File: src/design/lfac_pkg.sv
// ----------------------------------------------------------------------------
// lfac_pkg
// shared types and helpers for the fully associative lru cache model
// ----------------------------------------------------------------------------
package lfac_pkg;

    localparam int CNT_WIDTH = 32;
    localparam int CFG_WIDTH = 7;
    localparam int CAP_RESET = 64;

    typedef enum logic [3:0] {
        S_IDLE = 4'b0001,
        S_SCAN = 4'b0010,
        S_FIN  = 4'b0100,
        S_RES  = 4'b1000
    } t_state;

    function automatic logic [CNT_WIDTH-1:0] sat_inc(input logic [CNT_WIDTH-1:0] v);
        logic [CNT_WIDTH-1:0] r;
        r = (v == {CNT_WIDTH{1'b1}}) ? v : v + CNT_WIDTH'(1);
        return r;
    endfunction

endpackage

File: src/design/lru_fully_associative_cache_sim.sv
// a hit ends the recency scan at the matching position; a miss scans every valid
// position and then inserts, or inserts straight away when the cache is empty
// one item at a time; input is ready again in the cycle after its result is
// registered, and a result waits while the output stalls; the recency scan
// reads one position a cycle through the recency ram and then the address ram
// reset: synchronous active low; cache empties, counters clear, capacity goes to 64
// ----------------------------------------------------------------------------
// lru_fully_associative_cache_sim
// fully associative lru cache lookup with saturating hit and miss counters
// ----------------------------------------------------------------------------
module lru_fully_associative_cache_sim #(
    parameter int ENTRIES    = 64,
    parameter int ADDR_WIDTH = 32
) (
    input  logic                            i_clk,
    input  logic                            i_rst_n,
    input  logic                            i_in_valid,
    output logic                            o_in_ready,
    input  logic [31:0]                     i_address,
    output logic                            o_out_valid,
    input  logic                            i_out_ready,
    output logic                            o_hit,
    output logic [lfac_pkg::CNT_WIDTH-1:0]  o_hit_total,
    output logic [lfac_pkg::CNT_WIDTH-1:0]  o_miss_total,
    input  logic                            i_cfg_valid,
    output logic                            o_cfg_ready,
    input  logic [lfac_pkg::CFG_WIDTH-1:0]  i_cfg_data
);

    import lfac_pkg::*;

    localparam int IW = (ENTRIES > 1) ? $clog2(ENTRIES) : 1;
    localparam int CW = $clog2(ENTRIES + 1);

    t_state                  r_state;
    logic [CFG_WIDTH-1:0]    r_capacity;
    logic [CW-1:0]           r_occ;
    logic [ADDR_WIDTH-1:0]   r_addr;
    logic                    r_full;
    logic [CW-1:0]           r_rd_pos;
    logic                    r_s1_vld;
    logic [CW-1:0]           r_s1_pos;
    logic                    r_s2_vld;
    logic [CW-1:0]           r_s2_pos;
    logic [IW-1:0]           r_s2_slot;
    logic [IW-1:0]           r_victim;
    logic                    r_hit;
    logic                    r_out_valid;
    logic                    r_out_hit;
    logic [CNT_WIDTH-1:0]    r_hit_total;
    logic [CNT_WIDTH-1:0]    r_miss_total;

    logic [63:0]             w_addr64;
    logic [CW-1:0]           w_cap;
    logic                    w_rd_en;
    logic                    w_match;
    logic                    w_last;
    logic [CW-1:0]           w_pos_inc;
    logic [IW-1:0]           w_new_slot;
    logic                    w_out_free;
    logic                    w_rec_we;
    logic [IW-1:0]           w_rec_waddr;
    logic [IW-1:0]           w_rec_wdata;
    logic [IW-1:0]           w_rec_rdata;
    logic                    w_ent_we;
    logic [ADDR_WIDTH-1:0]   w_ent_rdata;

    assign w_addr64 = {32'd0, i_address};

    // effective capacity clamped to 1..ENTRIES
    always_comb begin
        if (r_capacity == '0) begin
            w_cap = CW'(1);
        end else if (32'(r_capacity) > 32'(ENTRIES)) begin
            w_cap = CW'(ENTRIES);
        end else begin
            w_cap = CW'(r_capacity);
        end
    end

    assign w_rd_en    = (r_state == S_SCAN) && (r_rd_pos < r_occ);
    assign w_match    = (w_ent_rdata == r_addr);
    assign w_last     = (r_s2_pos == (r_occ - CW'(1)));
    assign w_pos_inc  = r_s2_pos + CW'(1);
    // while not full the new entry takes the slot numbered by the occupancy
    assign w_new_slot = r_full ? r_victim : r_occ[IW-1:0];
    assign w_out_free = !r_out_valid || i_out_ready;

    // recency writes: shift one place per missed compare (but the last one when full), front on hit or insert
    always_comb begin
        w_rec_we    = 1'b0;
        w_rec_waddr = '0;
        w_rec_wdata = '0;
        if ((r_state == S_SCAN) && r_s2_vld) begin
            if (w_match) begin
                w_rec_we    = 1'b1;
                w_rec_wdata = r_s2_slot;
            end else if (!(w_last && r_full)) begin
                w_rec_we    = 1'b1;
                w_rec_waddr = w_pos_inc[IW-1:0];
                w_rec_wdata = r_s2_slot;
            end
        end else if (r_state == S_FIN) begin
            w_rec_we    = 1'b1;
            w_rec_wdata = w_new_slot;
        end
    end

    assign w_ent_we = (r_state == S_FIN);

    lfac_ram #(
        .WIDTH (IW),
        .DEPTH (ENTRIES)
    ) u_recency_ram (
        .i_clk   (i_clk),
        .i_we    (w_rec_we),
        .i_waddr (w_rec_waddr),
        .i_wdata (w_rec_wdata),
        .i_raddr (r_rd_pos[IW-1:0]),
        .o_rdata (w_rec_rdata)
    );

    lfac_ram #(
        .WIDTH (ADDR_WIDTH),
        .DEPTH (ENTRIES)
    ) u_entry_ram (
        .i_clk   (i_clk),
        .i_we    (w_ent_we),
        .i_waddr (w_new_slot),
        .i_wdata (r_addr),
        .i_raddr (w_rec_rdata),
        .o_rdata (w_ent_rdata)
    );

    // payload of the scan pipeline
    always_ff @(posedge i_clk) begin
        r_s1_pos  <= r_rd_pos;
        r_s2_pos  <= r_s1_pos;
        r_s2_slot <= w_rec_rdata;
        if (r_state == S_IDLE && i_in_valid) begin
            r_addr <= w_addr64[ADDR_WIDTH-1:0];
        end
        if ((r_state == S_SCAN) && r_s2_vld && !w_match && w_last) begin
            r_victim <= r_s2_slot;
        end
    end

    always_ff @(posedge i_clk) begin
        if (!i_rst_n) begin
            r_state      <= S_IDLE;
            r_capacity   <= CFG_WIDTH'(CAP_RESET);
            r_occ        <= '0;
            r_full       <= 1'b0;
            r_rd_pos     <= '0;
            r_s1_vld     <= 1'b0;
            r_s2_vld     <= 1'b0;
            r_hit        <= 1'b0;
            r_out_valid  <= 1'b0;
            r_out_hit    <= 1'b0;
            r_hit_total  <= '0;
            r_miss_total <= '0;
        end else begin
            if (i_cfg_valid) begin
                r_capacity <= i_cfg_data;
            end
            // in the result state the output register is reloaded below
            if (r_out_valid && i_out_ready && (r_state != S_RES)) begin
                r_out_valid <= 1'b0;
            end
            unique case (r_state)
                S_IDLE: begin
                    r_rd_pos <= '0;
                    r_s1_vld <= 1'b0;
                    r_s2_vld <= 1'b0;
                    if (i_in_valid) begin
                        r_full  <= (r_occ >= w_cap);
                        r_state <= (r_occ == '0) ? S_FIN : S_SCAN;
                    end
                end
                S_SCAN: begin
                    if (r_s2_vld && w_match) begin
                        r_hit    <= 1'b1;
                        r_s1_vld <= 1'b0;
                        r_s2_vld <= 1'b0;
                        r_state  <= S_RES;
                    end else begin
                        if (w_rd_en) begin
                            r_rd_pos <= r_rd_pos + CW'(1);
                        end
                        r_s1_vld <= w_rd_en;
                        r_s2_vld <= r_s1_vld;
                        if (r_s2_vld && w_last) begin
                            r_state <= S_FIN;
                        end
                    end
                end
                S_FIN: begin
                    r_hit <= 1'b0;
                    if (!r_full) begin
                        r_occ <= r_occ + CW'(1);
                    end
                    r_state <= S_RES;
                end
                S_RES: begin
                    if (w_out_free) begin
                        r_out_valid <= 1'b1;
                        r_out_hit   <= r_hit;
                        if (r_hit) begin
                            r_hit_total <= sat_inc(r_hit_total);
                        end else begin
                            r_miss_total <= sat_inc(r_miss_total);
                        end
                        r_state <= S_IDLE;
                    end
                end
                default: begin
                    r_state <= S_IDLE;
                end
            endcase
        end
    end

    assign o_in_ready   = (r_state == S_IDLE);
    assign o_cfg_ready  = 1'b1;
    assign o_out_valid  = r_out_valid;
    assign o_hit        = r_out_hit;
    assign o_hit_total  = r_hit_total;
    assign o_miss_total = r_miss_total;

    a_occ_bound: assert property (@(posedge i_clk) disable iff (!i_rst_n)
        32'(r_occ) <= 32'(ENTRIES))
        else $error("occupancy above entry count");

    a_scan_in_range: assert property (@(posedge i_clk) disable iff (!i_rst_n)
        ((r_state == S_SCAN) && r_s2_vld) |-> (r_s2_pos < r_occ))
        else $error("compare beyond valid positions");

    a_insert_room: assert property (@(posedge i_clk) disable iff (!i_rst_n)
        ((r_state == S_FIN) && !r_full) |-> (32'(r_occ) < 32'(ENTRIES)))
        else $error("insert without a free slot");

    a_idle_empty: assert property (@(posedge i_clk) disable iff (!i_rst_n)
        (r_state == S_IDLE) |-> (!r_s1_vld && !r_s2_vld))
        else $error("scan pipeline busy while idle");

    a_count_commit: assert property (@(posedge i_clk) disable iff (!i_rst_n)
        ($past(i_rst_n) && ((r_hit_total != $past(r_hit_total))
            || (r_miss_total != $past(r_miss_total))))
        |-> ($past(r_state) == S_RES))
        else $error("counter changed outside result commit");

endmodule

File: src/design/lfac_ram.sv
// ----------------------------------------------------------------------------
// lfac_ram
// generic simple dual port ram, one write port, one registered read port
// ----------------------------------------------------------------------------
module lfac_ram #(
    parameter int WIDTH = 32,
    parameter int DEPTH = 64
) (
    input  logic                                         i_clk,
    input  logic                                         i_we,
    input  logic [((DEPTH > 1) ? $clog2(DEPTH) : 1)-1:0] i_waddr,
    input  logic [WIDTH-1:0]                             i_wdata,
    input  logic [((DEPTH > 1) ? $clog2(DEPTH) : 1)-1:0] i_raddr,
    output logic [WIDTH-1:0]                             o_rdata
);

    logic [WIDTH-1:0] r_mem [DEPTH];
    logic [WIDTH-1:0] r_rdata;

    always_ff @(posedge i_clk) begin
        if (i_we) begin
            r_mem[i_waddr] <= i_wdata;
        end
        r_rdata <= r_mem[i_raddr];
    end

    assign o_rdata = r_rdata;

endmodule

File: config.mk
export PLATFORM = sky130hd
export DESIGN_NAME = lru_fully_associative_cache_sim
export DESIGN_NICKNAME = d
export VERILOG_FILES = /design/src/design/lfac_pkg.sv /design/src/design/lru_fully_associative_cache_sim.sv /design/src/design/lfac_ram.sv
export SDC_FILE = /design/constraint.sdc
export NUM_CORES = 2
export LEC_CHECK = 0
export ABC_AREA = 1
export BUFFER_PORTS_ARGS = -buffer_cell sky130_fd_sc_hd__buf_2
export CAP_MARGIN = 20
export CORE_MARGIN = 2
export CORE_UTILIZATION = 45
export DETAILED_ROUTE_END_ITERATION = 16
export PLACE_DENSITY = 0.69
export SLEW_MARGIN = 15
export SYNTH_ARGS = -nofsm -noshare
export SYNTH_HDL_FRONTEND = slang
export SYNTH_SLANG_ARGS = --single-unit
File: constraint.sdc
create_clock -name i_clk -period 7.2 [get_ports i_clk]
set_input_delay 1.8 -clock i_clk [delete_from_list [all_inputs] [get_ports i_clk]]
set_output_delay 1.8 -clock i_clk [all_outputs]
set_load 0.02 [all_outputs]
==> out/summary.txt <==
run status - complete, no violations
maximum operating frequency - 0.236 GHz
Post-route DRC - 0
vias per cell - 6.00
Yosys cell types - 51
initial antenna violation count - 16
final count of hold timing violations - 0
number of global-route vias before repair - 67200
Worst EP required - 8.07 ns
# setup viols final - 0
number of input and output port buffers inserted - 110
# Post-CTS Setup Buffers - 0
number of CTS-inserted buffers - 278
yosys warns - 0
proportion of layout cells with a drive suffix above 1 - 9.00%
initial detailed-routing violation count - 10400
Largest delay share family, worst path - compound AO/OA/AOI/OAI gates
largest area contributor in the netlist - sky130_fd_sc_hd__edfxtp_1
minimum setup slack in the final design - 2.96 ns
sequential fraction of the synthesis area - 73.5%
pre-CTS setup slack - 3.11 ns
PD cells - 302 nW/µm²
CP startpoint kind - flip-flop
Total Nets Final - 8648
area of placed instances - 109000 µm²
top cell type's share of synthesized area - 70.6%
Sinks on Clock Net - 2623
num ports - 112
routed len/inst - 25.0 µm
Remaining Overflow, GRT - 0
maximum level of the CTS H-tree - 5
root buffer selected by CTS - sky130_fd_sc_hd__clkbuf_16
RSZ-0062 raised after global routing - no
maximum number of pins on one net before global-route repair - 217
setup slack, reg-to-reg - 2.96 ns
number of placed instances with taps included - 11300
global-route total usage across every layer - 24.2%
highest net fanout along the worst path - 141
standard cell core area - 232000 µm²
total power after layout - 35.6 mW
detailed placer's ending HPWL - 162000 µm
ratio of final minimum period to clock period - 58.9%
detailed-route wire length - 296000 µm
total die area - 237000 µm²
antenna violation net count after detailed routing - 0
syn_area_per_cell - 12.2 µm²
worst ir drop on vdd - 0.266 mV
max-slew violation total from the final report - 0
slowest CP cell - sky130_fd_sc_hd__a21oi_1
layout-stage area growth over the synthesis result - 12.2%
die height - 487 µm
number of placement rows - 177
RePlAce Congestion - 0.939
clock tree from TritonCTS - done
most frequent cells in the layout - sky130_fd_sc_hd__edfxtp_1 (2470), sky130_fd_sc_hd__nor2_1 (1455), sky130_fd_sc_hd__o21ai_0 (1302)
most frequent standard cell in the layout excluding fill and tap cells - sky130_fd_sc_hd__edfxtp_1
Fill cells - 19100
primary flip-flop cell chosen by synthesis mapping - sky130_fd_sc_hd__edfxtp_1
post-synthesis instance total - 8585
type of destination of the critical path - flip-flop
Total Neg Setup Slack - 0 ns
Arrival @ worst endpoint - 5.11 ns
first-pass iteration count of the detailed router - 7
number of max-capacitance violations reported - 0
worst rel slew slack - 17.5%
number of hold buffers added after CTS - 0
effective utilization at floorplan - 45.2%
worst-path cell chain - buf_12, buf_4, o21ai_0, o22ai_1, nand2_1, nand3_1, nand3_1, a21oi_1, or2_1
via total after detailed routing - 70900
max incr delay on CP - 1.03 ns
wire length of the first global-routing pass - 431000 µm
Lkg Pwr - 38.1 nW
Die Wd - 487 µm
cell types with the largest area share after synthesis - sky130_fd_sc_hd__edfxtp_1 (71%), sky130_fd_sc_hd__o21ai_0 (6.2%), sky130_fd_sc_hd__nor2_1 (5.4%), sky130_fd_sc_hd__o22ai_1 (3.6%), sky130_fd_sc_hd__nand2_1 (3.2%)
CTS Buffer Depth - 4
cell area after technology mapping - 105000 µm²
slew at the pin with the worst max-slew slack - 1.24 ns
most used cell, CP - sky130_fd_sc_hd__nand3_1
count of buffering cells on the critical path with inverters included - 2
maximum clock skew at final layout - 0.0601 ns
CTS resizes - 0
post-synthesis register bit count - 2623
final cell count without fillers - 11800
clk slew on worst S/H paths - 0.06 ns
Hold WC Path Type - reg -> reg
design area - 118000 µm²
insertion delay to the later sink of the worst-skew pair - 0.95 ns
min Tclk post-route - 4.24 ns
synthesized netlist net count - 8649
Synth async-reset ratio - 0%
category of the critical setup timing path - reg -> reg
number of synthesized flops with an enable pin - 2470
[worst reg2reg max path: cells and delay by family, from the launching register on]
kind                   cells  cell delay [ns]
buffers and inverters      2             1.40
AOI/OAI and AO/OA          3             1.49
DFF                        1             0.65
and+or+nand+nor            4             0.63
[Yosys cell counts, types with 20 or more instances]
master                     instances
sky130_fd_sc_hd__a21oi_1         147
sky130_fd_sc_hd__buf_1            37
sky130_fd_sc_hd__buf_2           123
sky130_fd_sc_hd__buf_4            28
sky130_fd_sc_hd__clkbuf_1        357
sky130_fd_sc_hd__dfxtp_1         153
sky130_fd_sc_hd__edfxtp_1       2470
sky130_fd_sc_hd__ha_1             20
sky130_fd_sc_hd__inv_1           154
sky130_fd_sc_hd__nand2_1         906
sky130_fd_sc_hd__nand3_1         438
sky130_fd_sc_hd__nand4_1          28
sky130_fd_sc_hd__nor2_1         1512
sky130_fd_sc_hd__nor3_1           41
sky130_fd_sc_hd__o21ai_0        1307
sky130_fd_sc_hd__o21ai_1          25
sky130_fd_sc_hd__o22ai_1         611
sky130_fd_sc_hd__or2_1            24
sky130_fd_sc_hd__xnor2_1          22
sky130_fd_sc_hd__xor2_1           39
[kinds of logic (layout without fill, tap and decap cells)]
logic type | after synthesis | count (layout) | synth area share, %
flops | 2623 | 2623 | 73.5
buf+inv | 733 | 927 | 2.92
fa+ha+maj | 20 | 20 | 0.238
simple gates | 3028 | 3028 | 11.9
compound gates | 2119 | 2119 | 10.9
xor+xnor | 61 | 61 | 0.509
other cells | 1 | 6 | 0.00357
[stage by stage]
step,hold WS (ns),utilization [%]
6_report,0.326,50.7
5_1_grt,0.331,50.7
4_1_cts,0.328,50.6
3_5_place_dp,0.315,46.9
3_3_place_gp,0.312,46.9
2_1_floorplan,0.310,-
[report_power, final]
| part | total, mW | switching [mW] | internal [mW] |
|---|---|---|---|
| Combinational | 3.86 | 3.09 | 0.767 |
| Clock | 13.8 | 5.70 | 8.09 |
| Sequential | 18.0 | 0.330 | 17.6 |
[sequential cells by signal, indices dropped and copies added (netlist names), 4 cells and up]
signal and cells:
o_hit_total 32, o_miss_total 32, r_addr 32, r_capacity 7, r_occ 7, r_rd_pos 7
r_s1_pos 7, r_s2_pos 7, r_s2_slot 6, r_state 4, r_victim 6, u_entry_ram.o_rdata 32
u_entry_ram.r_mem 2048, u_recency_ram.o_rdata 6, u_recency_ram.r_mem 384
[per-layer routing]
metal | wire, µm | part of all wire [%] | GRT usage, %
met1 | 113000 | 38 | 32.8
met2 | 134000 | 45 | 36.8
met3 | 34500 | 12 | 5.82
met4 | 15100 | 5.1 | 11.7
met5 | 58 | 0.020 | 0
[cell type report]
cell class              count  area (µm²)  share of cell area [%]
well taps                3043        3810                    3.23
diodes                      5        12.5                  0.0106
multi-input cells        5229       25300                    21.4
inverters                 181         721                   0.611
repair buffers            271        2190                    1.86
clock inverters           121        1140                   0.971
flip-flops and latches   2623       77300                    65.5
clock buffers             354        7460                    6.33
[path summary, 6_finish.rpt]
| kind | startpoint | to | cells after the start |
|---|---|---|---|
| max | u_recency_ram.o_rdata[0] | u_entry_ram.o_rdata[6] | 9 |
| min | r_s1_pos[2] | r_s2_pos[2] | 0 |
| max reg2reg | u_recency_ram.o_rdata[0] | u_entry_ram.o_rdata[6] | 9 |
| min reg2reg | r_s1_pos[2] | r_s2_pos[2] | 0 |
Power figures use the tool's default switching activity.
